==> src/rtl/minute_bucket_rate_meter_defines.svh <==
// ----------------------------------------------------------------------------
// Minute bucket rate meter assertion macros
// Shared concurrent assertion helpers, clocked on clock, quiet in reset.
// ----------------------------------------------------------------------------
`ifndef MINUTE_BUCKET_RATE_METER_DEFINES_SVH
`define MINUTE_BUCKET_RATE_METER_DEFINES_SVH

`ifndef SYNTH
`define MBRM_ASSERT_IMPLY(label, ante, cons) \
   label: assert property (@(posedge clock) disable iff (reset) (ante) |-> (cons)) \
      else $error("mbrm assertion failed");
`define MBRM_ASSERT_NEXT(label, ante, cons) \
   label: assert property (@(posedge clock) disable iff (reset) (ante) |=> (cons)) \
      else $error("mbrm assertion failed");
`else
`define MBRM_ASSERT_IMPLY(label, ante, cons)
`define MBRM_ASSERT_NEXT(label, ante, cons)
`endif

`endif

==> src/rtl/mbrm_pkg.sv <==
// ----------------------------------------------------------------------------
// Minute bucket rate meter package
// Sizes, command codes and the interface structs between the blocks.
// ----------------------------------------------------------------------------
`default_nettype none

package mbrm_pkg;

   localparam int BUCKETS     = 16;
   localparam int POS_W       = (BUCKETS > 1) ? $clog2(BUCKETS) : 1;
   localparam int SEC_PER_MIN = 60;
   localparam int BASE_SECS   = (BUCKETS - 1) * SEC_PER_MIN;
   localparam int SECS_W      = $clog2(BASE_SECS + 64);

   localparam int CMD_W    = 2;
   localparam int AMOUNT_W = 32;
   localparam int MINUTE_W = 12;
   localparam int SECOND_W = 6;
   localparam int TOTAL_W  = 40;
   localparam int DIV_CNT_W = $clog2(TOTAL_W + 1);

   localparam logic [CMD_W-1:0] CMD_ADD   = 2'd0;
   localparam logic [CMD_W-1:0] CMD_QUERY = 2'd1;
   localparam logic [CMD_W-1:0] CMD_CLEAR = 2'd2;

   typedef struct packed {
      logic                rd_en;
      logic [POS_W-1:0]    rd_addr;
      logic                wr_en;
      logic [POS_W-1:0]    wr_addr;
      logic [AMOUNT_W-1:0] wr_data;
      logic                clear_all;
   } ram_req_type;

   typedef struct packed {
      logic               start;
      logic [TOTAL_W-1:0] dividend;
      logic [SECS_W-1:0]  divisor;
   } div_req_type;

   typedef struct packed {
      logic busy;
      logic done;
   } div_status_type;

endpackage

`default_nettype wire

==> src/rtl/mbrm_bucket_ram.sv <==
// ----------------------------------------------------------------------------
// Bucket store
// One-read one-write synchronous bucket memory with per-entry valid bits;
// an entry that is not valid reads as zero.
// ----------------------------------------------------------------------------
`default_nettype none
`include "minute_bucket_rate_meter_defines.svh"

module mbrm_bucket_ram (
   input  wire logic                          clock,
   input  wire logic                          reset,
   input  wire mbrm_pkg::ram_req_type         ram_req,
   output logic [mbrm_pkg::AMOUNT_W-1:0]      rd_data
);

   logic [mbrm_pkg::AMOUNT_W-1:0] mem [mbrm_pkg::BUCKETS];
   logic [mbrm_pkg::BUCKETS-1:0]  valid_ff;
   logic [mbrm_pkg::AMOUNT_W-1:0] rd_data_ff;

   always_ff @(posedge clock) begin
      if (ram_req.wr_en) begin
         mem[ram_req.wr_addr] <= ram_req.wr_data;
      end
      if (ram_req.rd_en) begin
         rd_data_ff <= valid_ff[ram_req.rd_addr] ? mem[ram_req.rd_addr] : '0;
      end
   end

   always_ff @(posedge clock) begin
      if (reset || ram_req.clear_all) begin
         valid_ff <= '0;
      end else if (ram_req.wr_en) begin
         valid_ff[ram_req.wr_addr] <= 1'b1;
      end
   end

   assign rd_data = rd_data_ff;

   `MBRM_ASSERT_NEXT(a_clear_drops_all, ram_req.clear_all, valid_ff == '0)
   `MBRM_ASSERT_NEXT(a_write_marks_valid, ram_req.wr_en && !ram_req.clear_all,
                     valid_ff[$past(ram_req.wr_addr)])

endmodule

`default_nettype wire

==> src/rtl/mbrm_divider.sv <==
// ----------------------------------------------------------------------------
// Rate divider
// Restoring divider, one quotient bit per cycle.
// ----------------------------------------------------------------------------
`default_nettype none
`include "minute_bucket_rate_meter_defines.svh"

module mbrm_divider (
   input  wire logic                          clock,
   input  wire logic                          reset,
   input  wire mbrm_pkg::div_req_type         div_req,
   output mbrm_pkg::div_status_type           div_status,
   output logic [mbrm_pkg::TOTAL_W-1:0]       quotient
);

   logic                            busy_ff, busy_in;
   logic                            done_ff, done_in;
   logic [mbrm_pkg::DIV_CNT_W-1:0]  cnt_ff, cnt_in;
   logic [mbrm_pkg::SECS_W-1:0]     rem_ff, rem_in;
   logic [mbrm_pkg::SECS_W-1:0]     div_ff, div_in;
   logic [mbrm_pkg::TOTAL_W-1:0]    quo_ff, quo_in;
   logic [mbrm_pkg::SECS_W:0]       trial;
   logic                            take;

   always_comb begin
      trial = {rem_ff, quo_ff[mbrm_pkg::TOTAL_W-1]};
      take  = (trial >= {1'b0, div_ff});
      busy_in = busy_ff;
      done_in = 1'b0;
      cnt_in  = cnt_ff;
      rem_in  = rem_ff;
      div_in  = div_ff;
      quo_in  = quo_ff;
      if (div_req.start) begin
         busy_in = 1'b1;
         cnt_in  = '0;
         rem_in  = '0;
         div_in  = div_req.divisor;
         quo_in  = div_req.dividend;
      end else if (busy_ff) begin
         rem_in = take ? mbrm_pkg::SECS_W'(trial - {1'b0, div_ff})
                       : mbrm_pkg::SECS_W'(trial);
         quo_in = {quo_ff[mbrm_pkg::TOTAL_W-2:0], take};
         cnt_in = cnt_ff + 1'b1;
         if (cnt_ff == mbrm_pkg::DIV_CNT_W'(mbrm_pkg::TOTAL_W - 1)) begin
            busy_in = 1'b0;
            done_in = 1'b1;
         end
      end
   end

   always_ff @(posedge clock) begin
      if (reset) begin
         busy_ff <= 1'b0;
         done_ff <= 1'b0;
      end else begin
         busy_ff <= busy_in;
         done_ff <= done_in;
      end
      cnt_ff <= cnt_in;
      rem_ff <= rem_in;
      div_ff <= div_in;
      quo_ff <= quo_in;
   end

   assign div_status.busy = busy_ff;
   assign div_status.done = done_ff;
   assign quotient        = quo_ff;

   `MBRM_ASSERT_NEXT(a_start_runs, div_req.start, busy_ff)
   `MBRM_ASSERT_IMPLY(a_done_idle, done_ff, !busy_ff)

endmodule

`default_nettype wire

==> src/rtl/minute_bucket_rate_meter.sv <==
// ----------------------------------------------------------------------------
// Minute bucket rate meter
// Ring of per-minute buckets in a bucket memory, with total and per-second
// average on query.
// Sequencing: an add goes through S_ADD_RD, S_ADD_WR and S_RESP; a clear or an
// unused request goes straight to S_RESP; a query sweeps all 16 buckets through
// the memory read port, then runs the 40-bit bit-serial divider before S_RESP.
// One request at a time; the next is accepted once the response is staged.
// Synchronous reset clears position, stamp and all bucket valid bits at once.
// ----------------------------------------------------------------------------
`default_nettype none
`include "minute_bucket_rate_meter_defines.svh"

module minute_bucket_rate_meter (
   input  wire logic        clock,
   input  wire logic        reset,
   input  wire logic        req_tvalid,
   output logic             req_tready,
   input  wire logic [55:0] req_tdata,  // amount[31:0], now_minute[43:32], now_second[49:44]
   input  wire logic [1:0]  req_tuser,  // cmd[1:0]
   output logic             rsp_tvalid,
   input  wire logic        rsp_tready,
   output logic [79:0]      rsp_tdata,  // window_total[39:0], rate_per_second[79:40]
   output logic [0:0]       rsp_tuser   // zero_divisor[0]
);

   typedef enum logic [6:0] {
      S_IDLE     = 7'b0000001,
      S_ADD_RD   = 7'b0000010,
      S_ADD_WR   = 7'b0000100,
      S_SUM      = 7'b0001000,
      S_SUM_LAST = 7'b0010000,
      S_DIV      = 7'b0100000,
      S_RESP     = 7'b1000000
   } state_type;

   localparam logic [mbrm_pkg::POS_W-1:0] POS_LAST = mbrm_pkg::POS_W'(mbrm_pkg::BUCKETS - 1);

   state_type                         state_ff, state_in;
   logic [mbrm_pkg::POS_W-1:0]        pos_ff, pos_in;
   logic [mbrm_pkg::MINUTE_W-1:0]     stamp_ff, stamp_in;
   logic                              known_ff, known_in;
   logic                              fresh_ff, fresh_in;
   logic [mbrm_pkg::AMOUNT_W-1:0]     amount_ff, amount_in;
   logic [mbrm_pkg::SECOND_W-1:0]     second_ff, second_in;
   logic [mbrm_pkg::POS_W-1:0]        idx_ff, idx_in;
   logic                              rdv_ff, rdv_in;
   logic [mbrm_pkg::TOTAL_W-1:0]      acc_ff, acc_in;
   logic [mbrm_pkg::TOTAL_W-1:0]      rate_ff, rate_in;
   logic                              zdiv_ff, zdiv_in;
   logic                              rsp_valid_ff, rsp_valid_in;
   logic [mbrm_pkg::TOTAL_W-1:0]      rsp_total_ff, rsp_total_in;
   logic [mbrm_pkg::TOTAL_W-1:0]      rsp_rate_ff, rsp_rate_in;
   logic                              rsp_zdiv_ff, rsp_zdiv_in;

   logic                              req_fire;
   logic [mbrm_pkg::CMD_W-1:0]        req_cmd;
   logic [mbrm_pkg::AMOUNT_W-1:0]     req_amount;
   logic [mbrm_pkg::MINUTE_W-1:0]     req_minute;
   logic [mbrm_pkg::SECOND_W-1:0]     req_second;
   logic [mbrm_pkg::POS_W-1:0]        pos_inc;
   logic [mbrm_pkg::TOTAL_W-1:0]      acc_sum;
   logic [mbrm_pkg::SECS_W-1:0]       divisor;
   logic                              rsp_load;

   mbrm_pkg::ram_req_type             ram_req;
   logic [mbrm_pkg::AMOUNT_W-1:0]     ram_rd_data;
   mbrm_pkg::div_req_type             div_req;
   mbrm_pkg::div_status_type          div_status;
   logic [mbrm_pkg::TOTAL_W-1:0]      div_quotient;

   mbrm_bucket_ram u_ram (
      .clock   (clock),
      .reset   (reset),
      .ram_req (ram_req),
      .rd_data (ram_rd_data)
   );

   mbrm_divider u_div (
      .clock      (clock),
      .reset      (reset),
      .div_req    (div_req),
      .div_status (div_status),
      .quotient   (div_quotient)
   );

   assign req_tready = (state_ff == S_IDLE);
   assign req_fire   = req_tvalid && req_tready;
   assign req_cmd    = req_tuser;
   assign req_amount = req_tdata[31:0];
   assign req_minute = req_tdata[43:32];
   assign req_second = req_tdata[49:44];

   assign pos_inc  = (pos_ff == POS_LAST) ? '0 : pos_ff + 1'b1;
   assign acc_sum  = acc_ff + mbrm_pkg::TOTAL_W'(ram_rd_data);
   assign divisor  = mbrm_pkg::SECS_W'(mbrm_pkg::BASE_SECS) + mbrm_pkg::SECS_W'(second_ff);
   assign rsp_load = (state_ff == S_RESP) && (!rsp_valid_ff || rsp_tready);

   always_comb begin
      state_in  = state_ff;
      pos_in    = pos_ff;
      stamp_in  = stamp_ff;
      known_in  = known_ff;
      fresh_in  = fresh_ff;
      amount_in = amount_ff;
      second_in = second_ff;
      idx_in    = idx_ff;
      rdv_in    = 1'b0;
      acc_in    = acc_ff;
      rate_in   = rate_ff;
      zdiv_in   = zdiv_ff;

      ram_req           = '0;
      div_req.start     = 1'b0;
      div_req.dividend  = acc_sum;
      div_req.divisor   = divisor;

      unique case (state_ff)
         S_IDLE: begin
            if (req_fire) begin
               amount_in = req_amount;
               second_in = req_second;
               idx_in    = '0;
               acc_in    = '0;
               rate_in   = '0;
               zdiv_in   = 1'b0;
               fresh_in  = 1'b0;
               priority if (req_cmd == mbrm_pkg::CMD_ADD) begin
                  state_in = S_ADD_RD;
                  if (!known_ff) begin
                     stamp_in = req_minute;
                     known_in = 1'b1;
                  end else if (req_minute != stamp_ff) begin
                     pos_in   = pos_inc;
                     stamp_in = req_minute;
                     fresh_in = 1'b1;
                  end
               end else if (req_cmd == mbrm_pkg::CMD_QUERY) begin
                  state_in = S_SUM;
               end else if (req_cmd == mbrm_pkg::CMD_CLEAR) begin
                  ram_req.clear_all = 1'b1;
                  pos_in   = '0;
                  state_in = S_RESP;
               end else begin
                  state_in = S_RESP;
               end
            end
         end
         S_ADD_RD: begin
            ram_req.rd_en   = 1'b1;
            ram_req.rd_addr = pos_ff;
            state_in        = S_ADD_WR;
         end
         S_ADD_WR: begin
            ram_req.wr_en   = 1'b1;
            ram_req.wr_addr = pos_ff;
            ram_req.wr_data = (fresh_ff ? '0 : ram_rd_data) + amount_ff;
            state_in        = S_RESP;
         end
         S_SUM: begin
            ram_req.rd_en   = 1'b1;
            ram_req.rd_addr = idx_ff;
            rdv_in          = 1'b1;
            if (rdv_ff) begin
               acc_in = acc_sum;
            end
            if (idx_ff == POS_LAST) begin
               state_in = S_SUM_LAST;
            end else begin
               idx_in = idx_ff + 1'b1;
            end
         end
         S_SUM_LAST: begin
            acc_in = acc_sum;
            if (divisor == '0) begin
               zdiv_in  = 1'b1;
               state_in = S_RESP;
            end else begin
               div_req.start = 1'b1;
               state_in      = S_DIV;
            end
         end
         S_DIV: begin
            if (div_status.done) begin
               rate_in  = div_quotient;
               state_in = S_RESP;
            end
         end
         S_RESP: begin
            if (rsp_load) begin
               state_in = S_IDLE;
            end
         end
         default: begin
            state_in = S_IDLE;
         end
      endcase
   end

   always_comb begin
      rsp_valid_in = rsp_valid_ff;
      rsp_total_in = rsp_total_ff;
      rsp_rate_in  = rsp_rate_ff;
      rsp_zdiv_in  = rsp_zdiv_ff;
      if (rsp_load) begin
         rsp_valid_in = 1'b1;
         rsp_total_in = acc_ff;
         rsp_rate_in  = rate_ff;
         rsp_zdiv_in  = zdiv_ff;
      end else if (rsp_tready) begin
         rsp_valid_in = 1'b0;
      end
   end

   always_ff @(posedge clock) begin
      if (reset) begin
         state_ff     <= S_IDLE;
         pos_ff       <= '0;
         stamp_ff     <= '0;
         known_ff     <= 1'b0;
         rdv_ff       <= 1'b0;
         rsp_valid_ff <= 1'b0;
      end else begin
         state_ff     <= state_in;
         pos_ff       <= pos_in;
         stamp_ff     <= stamp_in;
         known_ff     <= known_in;
         rdv_ff       <= rdv_in;
         rsp_valid_ff <= rsp_valid_in;
      end
      fresh_ff     <= fresh_in;
      amount_ff    <= amount_in;
      second_ff    <= second_in;
      idx_ff       <= idx_in;
      acc_ff       <= acc_in;
      rate_ff      <= rate_in;
      zdiv_ff      <= zdiv_in;
      rsp_total_ff <= rsp_total_in;
      rsp_rate_ff  <= rsp_rate_in;
      rsp_zdiv_ff  <= rsp_zdiv_in;
   end

   assign rsp_tvalid   = rsp_valid_ff;
   assign rsp_tdata    = {rsp_rate_ff, rsp_total_ff};
   assign rsp_tuser[0] = rsp_zdiv_ff;

   `MBRM_ASSERT_IMPLY(a_pos_in_ring, 1'b1, pos_ff <= POS_LAST)
   `MBRM_ASSERT_IMPLY(a_zdiv_rate_zero, rsp_valid_ff && rsp_zdiv_ff, rsp_rate_ff == '0)
   `MBRM_ASSERT_NEXT(a_request_leaves_idle, req_fire, state_ff != S_IDLE)
   `MBRM_ASSERT_IMPLY(a_div_quiet_in_idle, state_ff == S_IDLE, !div_status.busy)

endmodule

`default_nettype wire
==> config.mk <==
export PLATFORM = sky130hd
export DESIGN_NAME = minute_bucket_rate_meter
export DESIGN_NICKNAME = d
export VERILOG_FILES = /design/src/rtl/mbrm_pkg.sv /design/src/rtl/mbrm_bucket_ram.sv /design/src/rtl/mbrm_divider.sv /design/src/rtl/minute_bucket_rate_meter.sv
export VERILOG_INCLUDE_DIRS = /design/src /design/src/rtl
export SDC_FILE = /design/constraint.sdc
export NUM_CORES = 1
export LEC_CHECK = 0
export BUFFER_PORTS_ARGS = -buffer_cell sky130_fd_sc_hd__buf_4
export CAP_MARGIN = 40
export CELL_PAD_IN_SITES_DETAIL_PLACEMENT = 2
export CELL_PAD_IN_SITES_GLOBAL_PLACEMENT = 2
export CORE_MARGIN = 1
export CORE_UTILIZATION = 44
export CTS_BUF_LIST = sky130_fd_sc_hd__clkbuf_16
export DETAILED_ROUTE_END_ITERATION = 16
export GPL_TIMING_DRIVEN = 0
export HOLD_SLACK_MARGIN = 0.06
export PLACE_DENSITY_LB_ADDON = 0.1
export SETUP_SLACK_MARGIN = 0.4
export SYNTH_ARGS = -nofsm -noshare
export SYNTH_HDL_FRONTEND = slang
export SYNTH_SLANG_ARGS = --single-unit
==> constraint.sdc <==
create_clock -name clock -period 6.1 [get_ports clock]
set_clock_uncertainty 0.15 [all_clocks]
set_input_delay 0.915 -clock clock [delete_from_list [all_inputs] [get_ports clock]]
set_output_delay 0.915 -clock clock [all_outputs]
set_load 0.1 [all_outputs]
-- Yosys cells after proc, flatten, opt, wreduce, memory -nomap -nowiden
Memories as Yosys holds them, arrays and structs flattened. A register that Yosys moved wholly into a read port is not among the register bits.
Index checks and enable logic that the tools add are counted.
- reduce and logical (&&, ||, !) cells: 27
- bitwise gates (word level): 2
- magnitude comparators: 4
- mux-type cells: 54
- eq/ne operators: 24
- $add $sub $neg: 7
- operators by type and width (kind ; number):
    $mux W40 ; 5
    $pmux W40 S3 ; 1
    $pmux W40 S2 ; 1
    $mux W7 ; 7
    $pmux W7 S7 ; 1
    $add A40 B32 Y40 ; 1
    $mux W37 ; 1
    $add A32 B32 Y32 ; 1
    $mux W32 ; 1
    $mux W4 ; 8
    $mux W12 ; 2
    $mux W1 ; 21
    $or A16 B16 Y16 ; 1
    $reduce_and A3 Y1 ; 5
    $ne A2 B2 Y1 const B ; 7
    $ne A12 B12 Y1 ; 1
    $reduce_bool A2 Y1 ; 6
    $ge A11 B10 Y1 ; 1
    $logic_not A10 Y1 ; 1
    $lt A4 B5 Y1 const B ; 2
    $mux W10 ; 1
    $pmux W5 S2 ; 1
    $sub A10 B10 Y10 ; 1
    $add A8 B7 Y9 const A ; 1
    other kinds (29) ; 40
- word-level logic and storage cells: 142
- input port bits: 62
- RAM bits: 512
- flip-flop bits (word level): 315
- memories: 1
- output and inout bits: 83
- memories (memory ; words ; bits a word ; rd ports ; clocked after Yosys merged registers in ; wr ports ; line ; RTL):
    u_ram.mem ; 16 ; 32 ; 1 ; 1 ; 1 ; mbrm_bucket_ram.sv:16 ; logic [mbrm_pkg::AMOUNT_W-1:0] mem [mbrm_pkg::BUCKETS];

-- Logic depth before layout (Yosys ltp)
Gate-level depths: netlist of the first run.
- depth in word-level cells: 8
- mapped depth: 14
- mapped depth without buffers: 13

-- Modules after synthesis
From an unflattened synthesis of the first run, not the netlist that was laid out.
- cells, all modules: 2248
- area, all modules: 36496.3 um^2
- modules (own cells, without submodules) (module ; cells an instance ; area each (um^2) ; seq. area each (um^2) ; instances):
    mbrm_bucket_ram ; 884 ; 20842.5 ; 16656.0 ; 1
    minute_bucket_rate_meter ; 1118 ; 12384.4 ; 6676.4 ; 1
    mbrm_divider ; 246 ; 3269.4 ; 1861.8 ; 1

-- Least setup slack after synthesis of the first run
Ideal clock, no wire load.
- path kind: in2reg
- start: input port rsp_tready
- end: register rsp_rate_ff[0] (netlist bit), enable pin
- library setup time: 0.530 ns
- data arrival time: 4.647 ns
- slack: 0.773 ns
- stages on the path: 2
- path through: nand2b_1 nor2b_1
- word-level cells in the longest chain between the ends: 2
- ends and longest elaborated chain (element ; line ; RTL):
    start, declared ; minute_bucket_rate_meter.sv:22 ; input wire logic rsp_tready,
    $logic_or A1 B1 Y1 ; minute_bucket_rate_meter.sv:97 ; assign rsp_load = (state_ff == S_RESP) && (!rsp_valid_ff || rsp_tready);
    $logic_and A1 B1 Y1 ; minute_bucket_rate_meter.sv:97 ;
    net rsp_load ; minute_bucket_rate_meter.sv:64 ; logic rsp_load;
    end signal, assigned ; minute_bucket_rate_meter.sv:239 ; rsp_rate_ff <= rsp_rate_in;
    end, declared ; minute_bucket_rate_meter.sv:53 ; logic [mbrm_pkg::TOTAL_W-1:0] rsp_rate_ff, rsp_rate_in;
The timed path passes the listed nets, and every way through them passes these cells.
A chain may end at the register's enable or synchronous reset.

==> flow_metrics.tcl, run 1 <==
set metrics [dict create \
    run_status "finished clean" \
    fin_area_sq_um 43030 \
    layout_min_cycle_time_ns 5.097 \
    cp_data_arrival_time_ns 5.08 \
    synth.cell_area_sq_um 36710 \
    critPathLaunchType "flop" \
    area_growth_pct 17.21 \
    async_flop_share 0 \
    path_clk_slew_ns 0.06 \
    ys_seq_area_frac 0.6838 \
    dpl.cell_count 4063 \
    drc 0 \
    layout-drive-gt1-share 0.1402 \
    cap_violations 0 \
    p_leak_nw 15.91 \
    synth_seq_cells 856 \
    drt_wl_total_mm 122.5 \
    finalWeightedCongestion 0.8698 \
    synth_cells 2776 \
    grt_max_degree 35 \
    cts_buffers 92 \
    yosys_warnings 0 \
    cts.repair.resized 0 \
    core_area_sq_um 82370 \
    hold_path.class "flop to flop" \
    final_antenna_net_count 0 \
    io_pins 145 \
    end_kind "flop" \
    drtIter0Drc 1668 \
    path_class "flop to flop" \
    die-area_sq_um 84600 \
    hold_depth 0 \
    yosysTopAreaCell "edfxtp_1" \
    nets 3229 \
    dp_hpwl_mm 89.29 \
    r2r-start "fresh_ff" \
    grt_use_total 0.2893 \
    vias_per_cell 5.906 \
    slew_headroom 0.3541 \
    seqPwrFrac 0.474 \
    hold_viol 0 \
    grt-ovfl-total 0 \
    setup_viol_count_final 0 \
    rsz0062_at_grt "no" \
    fp.dieW_microns 290.9 \
    root_buffer "clkbuf_16" \
    maxSlewViolCount 0 \
    rr_endpoint "u_ram.mem[6][30]" \
    stdcell_count 4237 \
    synth_top_cells_by_count "796 x edfxtp_1, 363 x nand2_1, 184 x a211oi_1" \
    yosysMostFrequentCell "edfxtp_1" \
    portBuffers 136 \
    p_sw_frac 0.2862 \
    min_to "rsp_rate_ff[29]" \
    cts_tree "built" \
    rr_worst_depth 13 \
    layout_setup_ws_ns 1.003 \
    clockBufferDepth 3 \
    min_period_over_period 0.8355 \
    synth_edf_count 796 \
    required_ns 6.08 \
    internal_power_w 0.01056 \
    yosysTopAreaCellShare 0.6511 \
    fin_util 0.5224 \
    clock-sinks 856 \
    pwr-share-comb 0.162 \
    min_from "rate_ff[29]" \
    antenna_found_initial 2 \
    first_pass_iters 5 \
    htreeDepth 3 \
    yosys_most_used_dff "edfxtp_1" \
    synth_area_per_cell_sq_um 13.23 \
    routed-via-count 25030 \
    dieHeight_microns 290.9 \
    netlist_top_cells_area "edfxtp_1 65%, a211oi_1 3.8%, nand2_1 3.7%, dfxtp_1 3.3%, and2_1 3.1%" \
    path_max_fanout 16 \
    rrSetupSlack_ns 1.00 \
    first_global_vias 28110 \
    p_per_area_nw_per_um2 343.9 \
    wl_per_cell_microns 28.90 \
    syn-num-nets 2915 \
    initial_core_util 0.4457 \
    p_sw_w 0.004235 \
    post-place-ws_ns 1.041 \
    clockPowerShare 0.364 \
    cts_hold_buf 0 \
    fmax_mhz 196.2 \
    grt_pass1_wl_mm 182.3 \
    hold_ws_ns 0.2605 \
    cts_setup_buffers 0 \
    yosysUniqueCellTypes 62 \
    tightest_slew_ns 0.9689 \
    dpl_cell_area_sq_um 40170 \
    placementRows 105 \
    irDropWorstVdd_mv 0.2882 \
    clk_latency_ns 0.66 \
]
-- cell type report --
cell class                      count  area, sq um
Antenna cell                        1        2.502
Buffer                            159        686.9
Clock buffer                       94         2352
Clock inverter                     76        488.0
Fill cell                        7723        39340
Inverter                           34        127.6
Multi-Input combinational cell   1727        10970
Sequential cell                   856        25100
Tap cell                         1070         1339
Timing Repair Buffer              220         1963
-- cell families (layout without fill, tap and decap cells) --
family,count (synthesis),in the layout,share of synthesized area
xor gates and xnor gates,86,86,0.02052
AOI/OAI and AO/OA,668,668,0.1277
DFF,856,856,0.6838
adders and majority gates,77,77,0.02685
other,0,1,0
muxes,20,20,0.005487
and+or+nand+nor,876,876,0.1135
buffers and inverters,193,583,0.02219
-- placed cells by master (no fill, tap or decap), types with 22 or more instances in the layout --
master     count
nor2b_1       42
and2_1       179
a31oi_1       82
a21oi_1      107
clkinv_1      29
clkbuf_16     94
xor2_1        52
buf_4        191
inv_1         50
edfxtp_1     796
a211oi_2      30
a21o_1        39
nand2_1      362
a311oi_1      66
clkbuf_1     125
o21ai_0       86
nor2_1       151
xnor2_1       34
dfxtp_1       60
ha_1          74
a211oi_1     184
nand3_1       22
-- worst max-delay path by stage --
stage               slack [ns]  depth (start not counted)   startpoint                to
global placement         -2.44                          3  state_ff[3]  u_ram.mem[12][9]
finish                    1.00                         13     fresh_ff  u_ram.mem[6][30]
detailed placement        1.04                         14     fresh_ff  u_ram.mem[8][30]
CTS                       1.01                         14     fresh_ff  u_ram.mem[3][16]
floorplan                 0.77                          2   rsp_tready    rsp_rate_ff[0]
global route              0.76                         14     fresh_ff  u_ram.mem[6][30]
-- critical path: stages (launching register included) --
cell	delay, ns
edfxtp_1	0.54
clkbuf_1	0.52
nor2b_1	0.14
ha_1	0.31
clkbuf_1	0.21
nor3_1	0.30
o21ai_0	0.23
a31oi_1	0.20
o31ai_1	0.17
or4_1	0.52
a31o_2	0.26
a21oi_1	0.27
or4_1	0.16
nand3_1	0.59
-- power by group through the flow --
stage | Combinational (W) | Clock, W | Sequential (W)
final | 0.00240 | 0.00539 | 0.00701
after floorplan | 0.00137 | 0 | 0.00731
after global placement | 0.00218 | 0 | 0.00714
after CTS | 0.00241 | 0.00547 | 0.00702
after detailed placement | 0.00237 | 0 | 0.00714
after global routing | 0.00258 | 0.00566 | 0.00704
-- routing by layer --
| layer | vias to the layer above | GRT usage | share of wire |
|---|---|---|---|
| met5 | - | 0 | 0 |
| li1 | 11100 | - | - |
| met1 | 13000 | 0.3475 | 0.40 |
| met4 | 0 | 0.09950 | 0.032 |
| met3 | 234 | 0.03398 | 0.041 |
| met2 | 697 | 0.5338 | 0.53 |
-- state kept, by name (all words and copies together), names as in the netlist, 32 cells and up --
signal and cells:
acc_ff 40, amount_ff 32, rate_ff 40, rsp_rate_ff 40
rsp_total_ff 40, u_div.quotient 40, u_ram.mem 512, u_ram.rd_data 32
-- through the flow --
| stage | TNS, ns | power, W |
|---|---|---|
| floorplan | 0 | 0.008675 |
| global placement | -254.81 | 0.009323 |
| detailed placement | 0 | 0.009509 |
| CTS | 0 | 0.01490 |
| global route | 0 | 0.01528 |
| finish | 0 | 0.01480 |
Note: power is estimated with default switching activity, not from simulation.
==> run 2, diff against run 1 <==
--- a/config.mk
+++ b/config.mk
@@ -6,12 +6,13 @@
 export SDC_FILE = /design/constraint.sdc
 export NUM_CORES = 1
 export LEC_CHECK = 0
+export ABC_AREA = 1
 export BUFFER_PORTS_ARGS = -buffer_cell sky130_fd_sc_hd__buf_4
 export CAP_MARGIN = 40
 export CELL_PAD_IN_SITES_DETAIL_PLACEMENT = 2
 export CELL_PAD_IN_SITES_GLOBAL_PLACEMENT = 2
 export CORE_MARGIN = 1
-export CORE_UTILIZATION = 44
+export CORE_UTILIZATION = 37
 export CTS_BUF_LIST = sky130_fd_sc_hd__clkbuf_16
 export DETAILED_ROUTE_END_ITERATION = 16
 export GPL_TIMING_DRIVEN = 0
==> constraint.sdc (replaced) <==
create_clock -name clock -period 4.47 [get_ports clock]
set_clock_uncertainty 0.15 [all_clocks]
set_input_delay 0.6705 -clock clock [delete_from_list [all_inputs] [get_ports clock]]
set_output_delay 0.6705 -clock clock [all_outputs]
set_load 0.1 [all_outputs]
==> run 2 against run 1 <==
Net effect:
- first-iteration DRC count up 5.0%
- critical endpoint is now u_ram.mem[9][29]
- cell area up 9.6%
- total power up 34%
- critical path type unchanged
- via count up 22%
- largest cell class unchanged
- worst setup slack worse by 0.47 ns
==> flow_metrics.tcl, run 2 <==
set metrics [dict create \
    clock-sinks 856 \
    root_buffer "clkbuf_16" \
    final_antenna_net_count 0 \
    run_status "finished clean" \
    io_pins 145 \
    area_growth_pct 18.57 \
    synth_cells 3956 \
    yosys_warnings 0 \
    setup_viol_count_final 0 \
    yosysTopAreaCell "edfxtp_1" \
    largest_register_ffs 512 \
    crit_end "u_ram.mem[9][29]" \
    final_common_cell "nand2_1" \
    ys_seq_area_frac 0.6311 \
    core_area_sq_um 105900 \
    final_cell_mix "986 x nand2_1, 796 x edfxtp_1, 581 x nand3_1" \
    fp.dieW_microns 329.9 \
    rr_endpoint "u_ram.mem[9][29]" \
    yosysMostFrequentCell "nand2_1" \
    netlist_top_cells_area "edfxtp_1 60%, nand2_1 9.3%, nand3_1 7.3%, inv_1 4.0%, nor2_1 3.4%" \
    synth.cell_area_sq_um 39780 \
    dp_hpwl_mm 108.7 \
    slew_headroom 0.3512 \
    rrSetupSlack_ns 0.53 \
    clockBufferDepth 3 \
    yosysTopAreaCellShare 0.6009 \
    clk_latency_ns 0.70 \
    n_antenna_cell 0 \
    fin_util 0.4455 \
    fmax_mhz 253.8 \
    first_global_vias 33250 \
    grt_max_degree 41 \
    layout_min_cycle_time_ns 3.939 \
    fin_area_sq_um 47170 \
    drt_wl_total_mm 146.1 \
    placementRows 119 \
    hold_ws_ns 0.1231 \
    synth_seq_cells 856 \
    layout-drive-gt1-share 0.1227 \
    finalWeightedCongestion 0.8442 \
    path_clk_slew_ns 0.06 \
    async_flop_share 0 \
    nets 4440 \
    maxSlewViolCount 0 \
    hold_path.class "primary input to flop" \
    p_per_area_nw_per_um2 421.3 \
    rr_worst_depth 12 \
    tightest_slew_ns 0.9732 \
    hold_viol 0 \
    critPathLaunchType "flop" \
    die-area_sq_um 108800 \
    portBuffers 137 \
    end_kind "flop" \
    rsz0062_at_grt "no" \
    top_register "u_ram.mem" \
    grt_use_total 0.2694 \
    fillers 11080 \
    synth_area_per_cell_sq_um 10.05 \
    cp_data_arrival_time_ns 4.33 \
    synth_edf_count 796 \
    yosys_most_used_dff "edfxtp_1" \
    syn-num-nets 4095 \
    synth_top_cells_by_count "987 x nand2_1, 796 x edfxtp_1, 581 x nand3_1" \
    min_period_over_period 0.8813 \
    cts_tree "built" \
    cts_setup_buffers 0 \
    yosysUniqueCellTypes 48 \
    vias_per_cell 5.278 \
    r2r-start "fresh_ff" \
    grt_pass1_wl_mm 215.1 \
    cap_violations 0 \
    dieHeight_microns 329.9 \
    drtIter0Drc 1751 \
    grt-ovfl-total 0 \
    drc 0 \
    p_leak_nw 19.86 \
    wl_per_cell_microns 25.30 \
    routed-via-count 30480 \
    antenna_found_initial 1 \
    critPathLaunch "fresh_ff" \
    path_max_fanout 12 \
    cts_buffers 99 \
    path_class "flop to flop" \
    initial_core_util 0.3757 \
    dpl_cell_area_sq_um 43700 \
    first_pass_iters 5 \
    htreeDepth 3 \
    irDropWorstVdd_mv 0.3467 \
    required_ns 4.86 \
]
## run 2: worst max-delay path: stages (launching register included)
cell and delay, ns:
edfxtp_1 0.49, clkbuf_1 0.41, nor2_1 0.10, ha_1 0.40, o21ai_0 0.24, o21ai_0 0.47, nand2_1 0.12, nand2_1 0.15
nand2_1 0.09, o21ai_0 0.31, nor2_1 0.11, nor2_2 0.46, buf_4 0.28
## run 2: how the worst min path moves through the flow
stage	start	to	cells after the start
3_3_place_gp	rate_ff[38]	rsp_rate_ff[38]	0
5_1_grt	req_tdata[32]	stamp_ff[0]	3
6_report	req_tdata[35]	stamp_ff[3]	3
4_1_cts	req_tdata[35]	stamp_ff[3]	3
2_1_floorplan	rate_ff[0]	rsp_rate_ff[0]	0
3_5_place_dp	rate_ff[10]	rsp_rate_ff[10]	0
## run 2: logic make-up after synthesis
| family | Yosys count | synth area share |
|---|---|---|
| flip-flops | 856 | 0.6311 |
| buffers and inverters | 612 | 0.06640 |
| adder cells (fa/ha/maj) | 77 | 0.02479 |
| AND/OR/NAND/NOR | 2084 | 0.2297 |
| XOR/XNOR | 42 | 0.009248 |
| AO/OA/AOI/OAI | 285 | 0.03875 |
## run 2: layout make-up
class,instances,area [sq um],share of cell area
flip-flops and latches,856,25100,0.5323
multi-input cells,2488,12250,0.2597
clock buffers,101,2527,0.05359
repair buffers,244,2360,0.05003
well taps,1391,1740,0.03690
inverters,440,1652,0.03502
plain buffers,172,991.0,0.02101
clock inverters,82,544.3,0.01154
## run 2: timing repair
action,in CTS,in global routing
hold endpoints to repair,38,0
endpoints found under the setup margin,84,47
gates resized for setup,6,4
hold buffers,38,0
## run 2: per-layer routing
metal / GRT usage / share of wire / up-vias
li1: - / - / 14050
met1: 0.3332 / 0.42 / 15630
met2: 0.4923 / 0.52 / 608
met3: 0.03177 / 0.035 / 192
met4: 0.07428 / 0.027 / 2
met5: 0 / 0.000089 / -
## run 2: where the power goes
part / leakage (nW) / internal, W / switching (W) / total, W
clock network: 1.61 / 0.00433 / 0.00343 / 0.00776
registers: 9.07 / 0.00914 / 0.000255 / 0.00940
logic: 9.18 / 0.000758 / 0.00195 / 0.00271
## run 2: through the flow
step                total power, W  setup WS [ns]  TNS, ns  instances
floorplan                  0.01117         0.5979        0       3956
global placement           0.01207         -2.867  -581.71       5484
detailed placement         0.01225        0.03140        0       5553
CTS                        0.02006         0.4405        0       5774
global route               0.02057         0.4243        0       5774
finish                     0.01987         0.5306        0       5774
==> run 3, diff against run 2 <==
--- a/config.mk
+++ b/config.mk
@@ -17,7 +17,7 @@
 export DETAILED_ROUTE_END_ITERATION = 16
 export GPL_TIMING_DRIVEN = 0
 export HOLD_SLACK_MARGIN = 0.06
-export PLACE_DENSITY_LB_ADDON = 0.1
+export PLACE_DENSITY = 0.81
 export SETUP_SLACK_MARGIN = 0.4
 export SYNTH_ARGS = -nofsm -noshare
 export SYNTH_HDL_FRONTEND = slang
==> run 3 against run 2 <==
Net effect:
- combinational power is essentially flat
- worst hold slack better by 0.00074 ns
- clock power is 1% lower
- fmax rose by 2.4%
- sequential share of layout area grew 0.10 points
- cell area fell by 0.19%
- critical path depth did not move
- count of clock-buffer cells in the layout down 1
- worst setup slack improved by 0.092 ns
- die area unchanged
- total power fell by 0.50%
- largest power group unchanged
- register-to-register slack better by 0.09 ns
==> flow_metrics.tcl, run 3 (synthesis gave the netlist of run 2 again) <==
set metrics [dict create \
    run_status "finished clean" \
    clock-sinks 856 \
    path_class "flop to flop" \
    cts_tree "built" \
    hold_viol 0 \
    routed-via-count 31380 \
    irDropWorstVdd_mv 0.3450 \
    p_per_area_nw_per_um2 420.0 \
    n_antenna_cell 0 \
    area_growth_pct 18.34 \
    p_leak_nw 19.85 \
    cp_data_arrival_time_ns 4.24 \
    top_register "u_ram.mem" \
    dieHeight_microns 329.9 \
    min_from "req_tdata[38]" \
    layout_setup_ws_ns 0.6230 \
    clk_latency_ns 0.69 \
    tightest_slew_ns 0.8734 \
    io_pins 145 \
    r2r-start "fresh_ff" \
    seq_area_sq_um 25100 \
    cts_buffers 97 \
    grt_pass1_wl_mm 223.0 \
    min_to "stamp_ff[6]" \
    vias_per_cell 5.440 \
    clockBufferDepth 3 \
    core_area_sq_um 105900 \
    critPathLaunchType "flop" \
    layout_min_cycle_time_ns 3.847 \
    largest_register_ffs 512 \
    drtIter0Drc 2189 \
    antenna_found_initial 3 \
    first_global_vias 35050 \
    cap_violations 0 \
    first_pass_iters 5 \
    final_cell_mix "987 x nand2_1, 796 x edfxtp_1, 581 x nand3_1" \
    grt-ovfl-total 0 \
    rrSetupSlack_ns 0.62 \
    drt_wl_total_mm 149.9 \
    path_max_fanout 10 \
    slowest_delay_ns 0.50 \
    maxSlewViolCount 0 \
    grt_max_degree 40 \
    post-place-ws_ns -0.1153 \
    die-area_sq_um 108800 \
    hold_path.class "primary input to flop" \
    fmax_mhz 259.9 \
    fillers 11110 \
    rsz0062_at_grt "no" \
    finalWeightedCongestion 0.8744 \
    path_clk_slew_ns 0.06 \
    end_kind "flop" \
    rr_worst_depth 12 \
    crit_chain "clkbuf_2 > nor2_1 > ha_1 > inv_1 > fa_1 > o21ai_0 > inv_1 > o21ai_1 > a21o_1 > nor2_1 > nor2_2 > buf_6" \
    setup_viol_count_final 0 \
    portBuffers 137 \
    fp.dieW_microns 329.9 \
    placementRows 119 \
    required_ns 4.86 \
    crit_slowest_cell "edfxtp_1" \
    htreeDepth 3 \
    hold_depth 3 \
    root_buffer "clkbuf_16" \
    layout-drive-gt1-share 0.1197 \
    grt_use_total 0.2755 \
    wl_per_cell_microns 25.98 \
    slew_headroom 0.4177 \
    rr_endpoint "u_ram.mem[5][20]" \
    drc 0 \
    nets 4438 \
    dp_hpwl_mm 108.4 \
    initial_core_util 0.3757 \
    final_common_cell "nand2_1" \
    multi_input_area_sq_um 12250 \
    min_period_over_period 0.8606 \
    fin_util 0.4447 \
    cts_setup_buffers 0 \
    final_antenna_net_count 0 \
]
-- run 3: area by class of cell --
class,instances,area share
Clock buffer,100,0.05316
Clock inverter,77,0.009994
Buffer,172,0.02105
Multi-Input combinational cell,2488,0.2602
Tap cell,1391,0.03697
Timing Repair Buffer,244,0.05029
Inverter,440,0.03508
Sequential cell,856,0.5333
-- run 3: report_power, final --
| part | total [W] | internal, W | switching, W |
|---|---|---|---|
| registers | 0.00939 | 0.00914 | 0.000247 |
| logic | 0.00272 | 0.000757 | 0.00196 |
| clock network | 0.00767 | 0.00430 | 0.00336 |
-- run 3: worst max-delay path, delay by kind of cell (launching register included) --
kind / cells / cell delay [ns]
and+or+nand+nor: 3 / 0.73
buffers and inverters: 4 / 0.76
AOI/OAI and AO/OA: 3 / 0.95
adders and majority gates: 2 / 0.62
DFF: 1 / 0.50
-- run 3: how the worst max path moves through the flow --
stage,startpoint,end,slack [ns],cells past startpoint
finish,fresh_ff,u_ram.mem[5][20],0.62,12
global route,fresh_ff,u_ram.mem[6][28],0.45,13
CTS,fresh_ff,u_ram.mem[9][24],0.52,15
detailed placement,fresh_ff,u_ram.mem[6][28],-0.12,13
global placement,state_ff[4],u_ram.mem[3][26],-2.32,6
floorplan,state_ff[4],u_ram.mem[0][0],0.60,6
-- run 3: timing repair --
item / in CTS / in global routing
endpoints found under the hold margin: 38 / 0
endpoints found under the setup margin: 72 / 35
hold buffers: 38 / 0
resized for setup: 7 / 3
-- run 3: per-stage QoR --
stage	total power (W)	hold WS [ns]	TNS (ns)	area [sq um]	instances
after floorplan	0.01117	0.2503	0	39790	3956
after global placement	0.01202	0.2507	-430.63	42550	5484
final	0.01977	0.1238	0	47070	5768
after global routing	0.02039	0.1412	0	47070	5768
after CTS	0.01990	0.08591	0	47050	5767
after detailed placement	0.01220	0.2557	-1.149	43680	5552
-- run 3: per-layer routing --
layer / vias up / wire length [microns] / track usage
li1: 14030 / - / -
met1: 16080 / 59590 / 0.3323
met2: 963 / 76750 / 0.4971
met3: 296 / 7790 / 0.03813
met4: 4 / 5703 / 0.1018
met5: - / 23 / 0
